==> src/rtl/nhtl_pkg.sv <==
// Shared constants, codes and name functions for the name hash table lookup block.
`timescale 1ns / 1ps
`default_nettype none
package nhtl_pkg;

  localparam int unsigned MaxEntries = 4096;
  localparam int unsigned IdxW       = $clog2(MaxEntries);
  localparam int unsigned CntW       = $clog2(MaxEntries + 1);
  localparam int unsigned NameW      = 64;
  localparam int unsigned HashW      = 32;
  localparam logic [HashW-1:0] HashSeed = 32'd5381;

  typedef enum logic [1:0] {
    ActClear  = 2'd0,
    ActAppend = 2'd1,
    ActBuild  = 2'd2,
    ActLookup = 2'd3
  } action_e;

  typedef enum logic [1:0] {
    StsOk       = 2'd0,
    StsNotFound = 2'd1,
    StsFull     = 2'd2
  } status_e;

  // Upper-case a-z up to the first NUL and zero every byte after it.
  function automatic logic [NameW-1:0] canon_name(input logic [NameW-1:0] raw);
    logic [NameW-1:0] res;
    logic             stop;
    logic [7:0]       c;
    res  = '0;
    stop = 1'b0;
    for (int k = 0; k < 8; k++) begin
      c = raw[8*k +: 8];
      if (c == 8'h00) stop = 1'b1;
      if (!stop) begin
        if (c >= 8'h61 && c <= 8'h7A) c = c - 8'h20;
        res[8*k +: 8] = c;
      end
    end
    return res;
  endfunction

  // djb2-style hash (seed 5381, h = (h << 5) ^ h ^ byte) over a canonical name, stopping at the first NUL.
  function automatic logic [HashW-1:0] name_hash(input logic [NameW-1:0] cn);
    logic [HashW-1:0] h;
    logic             stop;
    h    = HashSeed;
    stop = 1'b0;
    for (int k = 0; k < 8; k++) begin
      if (cn[8*k +: 8] == 8'h00) stop = 1'b1;
      if (!stop) h = ((h << 5) ^ h) ^ {24'd0, cn[8*k +: 8]};
    end
    return h;
  endfunction

endpackage
`default_nettype wire

==> src/rtl/nhtl_divrem.sv <==
// Iterative remainder unit: hash modulo entry count, one quotient bit per cycle.
`timescale 1ns / 1ps
`default_nettype none
module nhtl_divrem (
  input  wire logic                          clk_i,
  input  wire logic                          rst_ni,
  input  wire logic                          start_i,
  input  wire logic [nhtl_pkg::HashW-1:0]    dividend_i,
  input  wire logic [nhtl_pkg::CntW-1:0]     divisor_i,
  output logic                               done_o,
  output logic [nhtl_pkg::IdxW-1:0]          rem_o
);

  localparam int unsigned StepW = $clog2(nhtl_pkg::HashW);

  logic                          busy_q;
  logic [StepW-1:0]              step_q;
  logic [nhtl_pkg::HashW-1:0]    dvd_q;
  logic [nhtl_pkg::CntW-1:0]     dvs_q;
  logic [nhtl_pkg::CntW:0]       rem_q;
  logic [nhtl_pkg::CntW:0]       shifted;
  logic [nhtl_pkg::CntW:0]       rem_d;

  // Shift in the next dividend bit and subtract when it fits
  always_comb begin
    shifted = {rem_q[nhtl_pkg::CntW-1:0], dvd_q[nhtl_pkg::HashW-1]};
    if (shifted >= {1'b0, dvs_q}) rem_d = shifted - {1'b0, dvs_q};
    else                          rem_d = shifted;
  end

  // Hold control and run the bit loop
  always_ff @(posedge clk_i or negedge rst_ni) begin
    if (!rst_ni) begin
      busy_q <= 1'b0;
      done_o <= 1'b0;
      step_q <= '0;
    end else begin
      done_o <= 1'b0;
      if (start_i) begin
        busy_q <= 1'b1;
        step_q <= '0;
      end else if (busy_q) begin
        step_q <= step_q + 1'b1;
        if (step_q == StepW'(nhtl_pkg::HashW - 1)) begin
          busy_q <= 1'b0;
          done_o <= 1'b1;
        end
      end
    end
  end

  // Payload registers
  always_ff @(posedge clk_i) begin
    if (start_i) begin
      dvd_q <= dividend_i;
      dvs_q <= divisor_i;
      rem_q <= '0;
    end else if (busy_q) begin
      dvd_q <= {dvd_q[nhtl_pkg::HashW-2:0], 1'b0};
      rem_q <= rem_d;
    end
  end

  assign rem_o = rem_q[nhtl_pkg::IdxW-1:0];

endmodule
`default_nettype wire

==> config.mk <==
export PLATFORM = sky130hd
export DESIGN_NAME = nhtl_divrem
export DESIGN_NICKNAME = d
export VERILOG_FILES = /design/src/rtl/nhtl_pkg.sv /design/src/rtl/nhtl_divrem.sv
export SDC_FILE = /design/constraint.sdc
export NUM_CORES = 1
export LEC_CHECK = 0
export ABC_AREA = 1
export BUFFER_PORTS_ARGS = -buffer_cell sky130_fd_sc_hd__buf_2
export CAP_MARGIN = 20
export CORE_ASPECT_RATIO = 1.25
export CORE_MARGIN = 1
export CORE_UTILIZATION = 55
export CTS_BUF_LIST = sky130_fd_sc_hd__clkbuf_4 sky130_fd_sc_hd__clkbuf_8
export CTS_CLUSTER_DIAMETER = 150
export CTS_CLUSTER_SIZE = 28
export DETAILED_ROUTE_END_ITERATION = 6
export PLACE_DENSITY = 0.78
export RECOVER_POWER = 50
export SYNTH_ARGS = -nofsm -noshare
export SYNTH_HDL_FRONTEND = slang
export SYNTH_SLANG_ARGS = --single-unit
==> constraint.sdc <==
create_clock -name clk_i -period 2.4 [get_ports clk_i]
set_input_delay 0.24 -clock clk_i [delete_from_list [all_inputs] [get_ports clk_i]]
set_output_delay 0.24 -clock clk_i [all_outputs]
set_load 0.02 [all_outputs]
# Yosys cells after proc, flatten, opt, wreduce, memory -nomap -nowiden
# Cells that the tools add are included.
# Widths: inputs -> output; s select.
# op_classes
n_addsub	2
magnitude_cmp	1
eq_ne	1
n_mux	11
reduce_logical	1
# op_table
cell	count
$mux 32	2
$ge 14x13->1	1
$mux 13	1
$sub 13x13->13	1
$mux 5	2
$mux 1	6
$add 5x1->5 const B	1
$eq 5x5->1 const B	1
$reduce_bool 2->1	1
# totals
register_bits	65
inputBits	48
out_inout_bits	13
elab_cells	22

# Longest topological paths before layout
# Gate-level depths: netlist (run 1).
# depth
ltp_word	4
mapped_depth	12

# Worst setup path after synthesis (run 1)
# No wires, ideal clock.
# synth_timing
kind	register to register
from	register dvd_q[31] (netlist name)
to	register rem_q[9] (netlist name)
setup_time_ps	113
t_arrival_ps	1615
path_slack_ps	672
stages_incl_launch_ff	13
cell_sequence	edfxtp_1 > inv_1 > ha_1 > fa_1 > inv_1 > nand2_1 > nand3_2 > nand2_4 > nand3_4 > buf_8 > nand3_2 > nand3_1 > nand2_1
# synth_between
elab_chain_cells	2
elab_cells_between_ends	3
cone_classes	add/sub (1); order compare (1); mux (1)
# synth_rtl
item	line_no	rtl
start: declaration	nhtl_divrem.sv:18	logic [nhtl_pkg::HashW-1:0] dvd_q;
start signal: assignment	nhtl_divrem.sv:55	dvd_q <= dividend_i;
start signal: assignment	nhtl_divrem.sv:59	dvd_q <= {dvd_q[nhtl_pkg::HashW-2:0], 1'b0};
$sub 13x13->13 / $ge 14x13->1 (equally long branches)	nhtl_divrem.sv:27	if (shifted >= {1'b0, dvs_q}) rem_d = shifted - {1'b0, dvs_q};
$mux 13 *	nhtl_divrem.sv:27	
end signal: assignment	nhtl_divrem.sv:60	rem_q <= rem_d;
end: declaration	nhtl_divrem.sv:20	logic [nhtl_pkg::CntW:0] rem_q;
# Every way passes the cells marked *; elsewhere a longest branch is shown, timed or not.
# A chain may end at the register's enable or synchronous reset.

# Worst setup path in the final report (run 1)
# layout_timing
from	register dvs_q[0] (netlist name)
to	register rem_q[8] (netlist name)
# layout_between
elab_chain_cells	2
elab_cells_between_ends	3
cone_classes	add/sub (1); order compare (1); mux (1)
# layout_rtl
item	line_no	rtl
start: declaration	nhtl_divrem.sv:19	logic [nhtl_pkg::CntW-1:0] dvs_q;
start signal: assignment	nhtl_divrem.sv:56	dvs_q <= divisor_i;
$sub 13x13->13 / $ge 14x13->1 (equally long branches)	nhtl_divrem.sv:27	
$mux 13 *	nhtl_divrem.sv:27	
# Marks and branches as above.

==> flow_summary_export.csv, run 1 <==
group,metric,value,unit
critical_path,end_kind,"register",
hold_path,min_from,"divisor_i[12]",
sta,finalSetupTns,0,ns
critical_path,reg2reg_from,"dvs_q[0]",
sta,relSlewSlack,42.2,%
drt,ant_nets,0,
critical_path,cp.required,2.64,ns
die,io_pins,61,
sta,finalHoldViolCount,0,
clock_tree,clockBufferDepth,2,
logic_synthesis,synthTopCellsByArea,"edfxtp_1, nand2_1, inv_1",
logic_synthesis,avgSynthCellArea,8.08,sq um
drt,drt-initial-drc-count,165,
logic_synthesis,ys_warn_count,0,
drt,drc,0,
clock_tree,cts_sinks,65,
logic_synthesis,synthCells,462,
layout,area_delta_synth_final,12.2,%
logic_synthesis,yosys.area.top_type,"edfxtp_1",
die,die_h,94.1,microns
die,die_w,75.7,microns
critical_path,cp_max_fo,14,
sta,finalCritPeriodShare,83.9,%
sta,drv_slew,0,
clock_tree,cts_tree,"done",
critical_path,cp-start-kind,"register",
place,dp_hpwl,5.39,mm
logic_synthesis,synth.top_cells.by_count,"nand2_1, inv_1, edfxtp_1",
drt,vias_per_cell,5.00,
sta,postLayoutSetupSlackWorst,0.386,ns
clock_tree,numCtsBuffers,9,
logic_synthesis,syn_nets,526,
global_route,grt_max_degree,39,
sta,max_slew.worst_pin.slew,0.867,ns
layout,nFillCells,588,
logic_synthesis,synth_edf_count,45,
clock_tree,cts_root_buffer,"clkbuf_8",
die,die_area,7120,sq um
critical_path,worst-path-buf-inv,1,
logic_synthesis,seq_area_frac_synth,47.9,%
clock_tree,cts_htree_levels,3,
global_route,track_usage,24.0,%
critical_path,r2r_end,"rem_q[8]",
global_route,antenna_found_initial,0,
layout,nets,578,
logic_synthesis,synthFlopType,"edfxtp_1",
global_route,gr-total-overflow,0,
hold_path,hp-class,"in2reg",
drt,wire_per_inst,12.3,microns
power,ir_drop,0.000589,V
logic_synthesis,yosysMostFrequentCell,"nand2_1",
critical_path,slowest_stage,"fa_1",
logic_synthesis,yosysUniqueCellTypes,33,
place,place.gp.congestion,0.916,
critical_path,worst_r2r_path_depth,10,
critical_path,critPathKind,"reg2reg",
place,place_worst_setup_slack,0.434,ns
die,coreArea,6570,sq um
layout,drive_gt1_share,17.0,%
clock_tree,clkTransAtPathRegs,0.08,ns
layout,antenna_cells,0,
drt,vias,3030,
critical_path,arrival,2.25,ns
power,leakagePower,2.19,nW
sta,finalSetupViolCount,0,
sta,rsz0062_at_grt,"false",
logic_synthesis,netlist_area,3730,sq um
logic_synthesis,ys_ff_latch,65,
critical_path,r2r_slack,0.39,ns
power,p_per_area,894,nW/um^2
logic_synthesis,netlist.area_leader.share,36.2,%
logic_synthesis,synthArstFlopShare,10.8,%
sta,max_freq,496,MHz
critical_path,crit_chain,"ha_1 -> fa_1 -> inv_1 -> nand2_1 -> nand3_2 -> nand2_4 -> nand3_4 -> nand3_1 -> nand3_1 -> nand2_1",
drt,wl,7.48,mm
clock_tree,ctsResizeCount,0,
die,floorplan.initialDensity,56.8,%
clock_tree,clk_latency,0.35,ns
drt,drtPass1Iterations,4,
sta,fin_skew,0.0121,ns
sta,period_needed,2.01,ns
critical_path,cp_slowest_stage_delay,0.40,ns
critical_path,crit_family,"simple AND/OR/NAND/NOR gates",
die,row_count,33,
outcome,status,"finished, final reports clean",
hold_path,min_to,"dvs_q[12]",
global_route,grt_first_pass_wirelength,12.7,mm
place,port_buffers,60,
global_route,grt_pass1_vias,2916,
run,max_cap_viol_count,0,
hold_path,min_delay_path_depth,1,
clock_tree,post-cts-setup-buffer-count,0,
==> layout make-up <==
type / count / area (sq um) / area share (%)
flip-flops and latches: 65 / 1790 / 42.7
multi-input cells: 300 / 1520 / 36.3
repair buffers: 66 / 327 / 7.80
inverters: 72 / 270 / 6.45
clock buffers: 9 / 124 / 2.96
well taps: 87 / 109 / 2.60
clock inverters: 7 / 52.6 / 1.25
==> placed cells by master, fill, tap and decap left out, types with 12 or more instances in the layout <==
| master | instances |
|---|---|
| buf_2 | 45 |
| clkbuf_1 | 15 |
| dfxtp_1 | 13 |
| edfxtp_1 | 45 |
| ha_1 | 15 |
| inv_1 | 70 |
| nand2_1 | 188 |
| nand3_1 | 27 |
| nand4_1 | 17 |
| nor2_1 | 12 |
==> worst max path at each step <==
| stage | depth (start not counted) | startpoint | slack, ns | endpoint |
|---|---|---|---|---|
| 3_3_place_gp | 11 | dvd_q[31] | 0.50 | rem_q[8] |
| 2_1_floorplan | 12 | dvd_q[31] | 0.67 | rem_q[9] |
| 6_report | 10 | dvs_q[0] | 0.39 | rem_q[8] |
| 3_5_place_dp | 10 | dvs_q[0] | 0.43 | rem_q[8] |
| 5_1_grt | 10 | rem_q[4] | 0.23 | rem_q[2] |
| 4_1_cts | 10 | dvs_q[0] | 0.40 | rem_q[8] |
==> registers in the layout, summed over array words and instances (netlist names) <==
signal / cells
step_q: 5
busy_q: 1
rem_q: 13
dvd_q: 32
done_o: 1
dvs_q: 13
==> stage by stage <==
stage	instance area [sq um]	hold slack [ns]	total power, mW	util, %	cells
6_report	4190	0.0586	3.74	63.8	606
5_1_grt	4190	0.0518	4.02	63.8	606
4_1_cts	4210	0.0462	3.78	64.1	606
3_5_place_dp	4020	0.0835	2.92	61.3	589
3_3_place_gp	4020	0.0791	2.89	61.3	589
2_1_floorplan	3730	-0.0556	2.68	-	462
==> what timing repair did <==
action,in CTS,in global routing
hold buffers,1,0
setup endpoints to repair,0,0
endpoints found under the hold margin,7,0
==> per-layer routing <==
layer | wire, microns | track usage [%] | part of all wire (%) | vias to the layer above
met5 | 0 | 0 | 0 | -
met4 | 124 | 11.4 | 1.7 | 0
met3 | 377 | 4.18 | 5.0 | 9
met2 | 3750 | 40.1 | 50 | 78
met1 | 3230 | 29.5 | 43 | 1390
li1 | - | - | - | 1553
==> kinds of logic after synthesis <==
family                     after synthesis  share of synthesized area [%]
and+or+nand+nor                        269                           32.2
buffers and inverters                   97                           11.4
DFF                                     65                           47.9
adders and majority gates               16                           5.57
AOI/OAI and AO/OA                       10                           1.78
xor gates and xnor gates                 5                           1.17
==> worst reg2reg max path, stage by stage, from the launching register on <==
cell and delay, ns:
edfxtp_1 0.38, ha_1 0.22, fa_1 0.40, inv_1 0.12
nand2_1 0.07, nand3_2 0.10, nand2_4 0.14, nand3_4 0.24
nand3_1 0.11, nand3_1 0.08, nand2_1 0.05
==> power breakdown <==
part           switching, mW  internal (mW)  total [mW]
clock network          0.467          0.381       0.848
logic                  0.922          0.507        1.43
registers              0.109           1.36        1.46
(Power assumes the default switching activity.)
==> inputs of run 2 (changes only) <==
Clock period 2.4 ns to 2 ns, I/O delays scaled along.
==> run 2 against run 1 <==
Non-clock buffer count increased by 7. First-iteration DRC count rose by 41%. Maximum frequency is 5.8% higher. Worst setup slack got worse by 0.29 ns. Combinational power rose by 28%. Via count increased by 4.1%. Clock power up 15%. Sequential cell count stayed put.
==> flow_summary_export.csv, run 2 (same netlist as run 1, synthesis figures left out) <==
group,metric,value,unit
hold_path,hp-class,"in2reg",
layout,fin_cells,614,
power,leakagePower,2.27,nW
critical_path,cp.required,2.24,ns
sta,period_needed,1.90,ns
layout,largest_reg_flops,32,
drt,ant_nets,0,
drt,wire_per_inst,12.9,microns
global_route,gr-total-overflow,0,
global_route,antenna_found_initial,0,
critical_path,critPathKind,"reg2reg",
layout,final_common_cell,"nand2_1",
layout,fin_util,64.9,%
power,p_per_area,1070,nW/um^2
layout,reg.largest.list,"dvd_q (32), dvs_q (13), rem_q (13)",
critical_path,reg2reg_from,"dvs_q[3]",
drt,drtPass1Iterations,5,
place,dp_cells,596,
layout,nets,586,
clock_tree,cts_tree,"done",
place,port_buffers,60,
layout,antenna_cells,0,
clock_tree,clk_latency,0.34,ns
drt,vias_per_cell,5.14,
sta,max_freq,525,MHz
layout,final_cell_mix,"nand2_1, inv_1, buf_2, edfxtp_1, nand3_1",
clock_tree,clockBufferDepth,2,
layout,area_delta_synth_final,14.2,%
global_route,grt_pass1_vias,3053,
critical_path,cp_slowest_stage_delay,0.35,ns
layout,top_register,"dvd_q",
place,place.gp.congestion,0.950,
global_route,grt_first_pass_wirelength,13.2,mm
critical_path,arrival,2.14,ns
critical_path,crit_top_cell,"nand2_1",
drt,wl,7.93,mm
die,die_h,94.1,microns
drt,drc,0,
sta,finalHoldViolCount,0,
run,max_cap_viol_count,0,
sta,finalSetupViolCount,0,
critical_path,cp-start-kind,"register",
clock_tree,numCtsBuffers,9,
clock_tree,cts_root_buffer,"clkbuf_8",
clock_tree,clkTransAtPathRegs,0.07,ns
critical_path,r2r_slack,0.1,ns
drt,drt-initial-drc-count,232,
die,coreArea,6570,sq um
die,row_count,33,
global_route,grt_max_degree,38,
sta,finalCritPeriodShare,95.2,%
hold_path,min_from,"divisor_i[5]",
drt,vias,3153,
clock_tree,cts_sinks,65,
critical_path,cp_max_fo,12,
sta,fin_skew,0.00580,ns
sta,max_slew.worst_pin.slew,0.725,ns
die,die_area,7120,sq um
outcome,status,"finished, final reports clean",
critical_path,slowest_stage,"ha_1",
place,dp_hpwl,5.71,mm
layout,drive_gt1_share,20.7,%
power,ir_drop,0.000475,V
sta,drv_slew,0,
critical_path,crit_chain,"inv_1 -> ha_1 -> nand2_1 -> nand2_1 -> nand2_1 -> nand3_2 -> nand2_4 -> buf_4 -> nand4_1 -> nand3_1 -> nand2_1",
die,io_pins,61,
critical_path,worstSetupStartpoint,"dvs_q[3]",
die,die_w,75.7,microns
die,floorplan.initialDensity,56.8,%
sta,relSlewSlack,51.7,%
global_route,track_usage,24.7,%
clock_tree,cts_htree_levels,3,
critical_path,end_kind,"register",
run 2: changes by cell type in the layout (fill, tap and decap cells not counted), moves of 2 or more:
cell,change
buf_2,+13
buf_4,+5
clkbuf_4,+2
inv_6,-2
nand3_2,+2
clkbuf_1,-12
run 2: final cells by class:
type | count | area, sq um
Clock buffer | 11 | 139
Fill cell | 585 | 2300
Sequential cell | 65 | 1790
Timing Repair Buffer | 73 | 389
Clock inverter | 5 | 32.5
Multi-Input combinational cell | 301 | 1530
Tap cell | 87 | 109
Inverter | 72 | 270
run 2: per-layer routing:
metal  vias to the layer above  track usage [%]  wire length, microns
met5                         -                0                     0
met4                         0             12.0                   255
met3                        25             5.58                   498
met2                       128             40.6                  4060
met1                      1425             30.0                  3120
li1                       1575                -                     -
run 2: path summary, 6_finish.rpt:
| kind | end | depth (start not counted) |
|---|---|---|
| worst max register to register | rem_q[0] | 11 |
| worst max-delay path | rem_q[0] | 11 |
| max in group asynchronous | busy_q | 2 |
| worst min-delay path | dvs_q[5] | 1 |
| min in group asynchronous | step_q[0] | 2 |
| worst min register to register | rem_q[12] | 2 |
run 2: timing repair:
item,in CTS,in global routing
gates resized for setup,0,2
hold buffers,1,0
setup endpoints to repair,0,13
hold endpoints to repair,7,0
setup buffers,0,0
run 2: stage by stage:
step | power [mW] | setup TNS (ns) | area, sq um | setup WS (ns) | hold WS (ns)
after floorplan | 3.22 | 0 | 3730 | 0.272 | -0.0956
after global placement | 3.50 | 0 | 4080 | 0.201 | 0.0356
after detailed placement | 3.56 | 0 | 4080 | 0.143 | 0.0398
after CTS | 4.53 | 0 | 4260 | 0.0979 | 0.0230
after global routing | 4.86 | -0.00239 | 4260 | -0.00239 | 0.0176
final | 4.56 | 0 | 4260 | 0.0964 | 0.0332
run 2: worst max-delay path: cells and delay by family, from the launching register on:
| family | cells | cell delay [ns] |
|---|---|---|
| DFF | 1 | 0.34 |
| adders and majority gates | 1 | 0.35 |
| buffers and inverters | 2 | 0.26 |
| and+or+nand+nor | 8 | 0.85 |
run 2: where the power goes:
| group | internal, mW | total [mW] | switching (mW) |
|---|---|---|---|
| Clock | 0.473 | 0.976 | 0.504 |
| Sequential | 1.63 | 1.75 | 0.122 |
| Combinational | 0.670 | 1.83 | 1.16 |
| Total | 2.77 | 4.56 | 1.79 |
==> inputs of run 3 (changes only) <==
Settings changed: MAX_ROUTING_LAYER set to met4.
==> run 3 against run 2 <==
Core utilization is 1.1 points higher. Clock power is 34% higher. Non-clock buffer count is 1 higher. Critical path type unchanged. Via count is 0.41% higher. Die area stayed put. Global-route usage is 0.64 points higher. Hold slack worse by 0.015 ns. Highest routed layer unchanged.
==> flow_summary_export.csv, run 3 (same netlist as run 1, synthesis figures left out) <==
group,metric,value,unit
clock_tree,cts_htree_levels,3,
critical_path,cp.required,2.29,ns
place,place.gp.congestion,0.932,
die,row_count,33,
clock_tree,cts_sinks,65,
layout,area_delta_synth_final,16.2,%
drt,drt-initial-drc-count,185,
die,coreArea,6570,sq um
die,die_area,7120,sq um
drt,drc,0,
layout,reg.largest.list,"dvd_q (32), dvs_q (13), rem_q (13)",
global_route,gr-total-overflow,0,
critical_path,end_kind,"register",
die,floorplan.initialDensity,56.8,%
global_route,grt_first_pass_wirelength,12.9,mm
die,die_w,75.7,microns
layout,final_cell_mix,"nand2_1, inv_1, buf_2, edfxtp_1, nand3_1",
layout,antenna_cells,0,
clock_tree,numCtsBuffers,9,
power,p_per_area,1130,nW/um^2
sta,finalCritPeriodShare,94.5,%
die,die_h,94.1,microns
drt,drtPass1Iterations,4,
outcome,status,"finished, final reports clean",
global_route,track_usage,25.4,%
layout,drive_gt1_share,20.6,%
clock_tree,cts_tree,"done",
sta,max_freq,529,MHz
layout,largest_reg_flops,32,
global_route,grt_max_degree,39,
critical_path,cp_max_fo,7,
drt,ant_nets,0,
sta,finalSetupViolCount,0,
drt,wire_per_inst,12.7,microns
sta,fin_skew,0.0100,ns
clock_tree,cts_root_buffer,"clkbuf_8",
critical_path,arrival,2.18,ns
sta,period_needed,1.89,ns
drt,vias,3166,
die,io_pins,61,
sta,relSlewSlack,19.1,%
sta,rsz0062_at_grt,"true",
sta,hold_slack,0.0182,ns
critical_path,crit_top_cell,"nand2_1",
clock_tree,clkTransAtPathRegs,0.08,ns
drt,vias_per_cell,5.15,
power,total_power,4.88,mW
layout,nets,587,
layout,fin_util,66.0,%
place,dp_hpwl,5.46,mm
drt,wl,7.82,mm
critical_path,r2r_slack,0.11,ns
power,leakagePower,2.30,nW
global_route,grt_pass1_vias,2927,
critical_path,critPathKind,"reg2reg",
place,port_buffers,60,
sta,finalHoldViolCount,0,
global_route,antenna_found_initial,0,
layout,top_register,"dvd_q",
hold_path,hp-class,"in2reg",
clock_tree,clockBufferDepth,2,
run,max_cap_viol_count,0,
power,ir_drop,0.000494,V
layout,final_common_cell,"nand2_1",
critical_path,cp_slowest_stage_delay,0.42,ns
sta,drv_slew,0,
clock_tree,clk_latency,0.35,ns
critical_path,cp-start-kind,"register",
critical_path,crit_chain,"ha_2 -> nand2_2 -> inv_2 -> nand2_1 -> nand2_2 -> a21oi_4 -> nand3_2 -> nand2_1 -> nand2_1 -> o21ai_1",
sta,max_slew.worst_pin.slew,1.21,ns
critical_path,slowest_stage,"dfxtp_1",
run 3: cell types whose count changed in the layout (fill, tap and decap cells not counted), sizes merged:
cell / before / now
buf: 67 / 68
bufinv: 0 / 2
clkbuf: 16 / 15
clkinv: 3 / 1
clkinvlp: 2 / 1
dlygate4sd3: 1 / 3
run 3: layout make-up:
type / instances / area (sq um)
fill: 569 / 2230
sequential: 65 / 1790
multi-input combinational: 301 / 1530
timing repair buffer: 74 / 409
inverter: 72 / 270
clock buffer: 12 / 153
tap: 87 / 109
clock inverter: 4 / 76.3
run 3: final timing paths:
kind	startpoint	to	cells past startpoint
max	rem_q[8]	rem_q[2]	10
min	divisor_i[12]	dvs_q[12]	1
max reg2reg	rem_q[8]	rem_q[2]	10
min reg2reg	rem_q[12]	rem_q[12]	2
max in group asynchronous	rst_ni	step_q[4]	2
min in group asynchronous	rst_ni	step_q[3]	2
run 3: through the flow:
step / setup TNS [ns] / cells / worst slack (ns) / area, sq um
2_1_floorplan: 0 / 462 / 0.272 / 3730
3_3_place_gp: 0 / 595 / 0.201 / 4070
3_5_place_dp: 0 / 595 / 0.133 / 4070
4_1_cts: 0 / 612 / 0.128 / 4310
6_report: 0 / 615 / 0.110 / 4340
5_1_grt: -0.102 / 615 / -0.0549 / 4340
run 3: where the power goes:
group,internal (mW),switching (mW)
Sequential,1.63,0.124
Combinational,0.672,1.15
Clock,0.767,0.541
Total,3.07,1.81
run 3: repair_timing:
action,in CTS,in global routing
hold buffers,1,2
hold endpoints to repair,7,2
gates resized for setup,0,2
buffers inserted,0,0
endpoints found under the setup margin,0,6
run 3: per-layer routing:
| layer | wire length, microns | part of all wire, % | up-vias | GRT usage [%] |
|---|---|---|---|---|
| li1 | - | - | 1568 | - |
| met1 | 3130 | 40 | 1434 | 30.5 |
| met2 | 3890 | 50 | 137 | 38.5 |
| met3 | 558 | 7.1 | 27 | 6.87 |
| met4 | 242 | 3.1 | 0 | 13.3 |
| met5 | 0 | 0 | - | - |
run 3: critical path, delay by kind of cell, from the launching register on:
kind            cells  cell delay [ns]
fa+ha+maj           1             0.35
simple gates        6             0.69
compound gates      2             0.31
buf+inv             1             0.05
flops               1             0.42
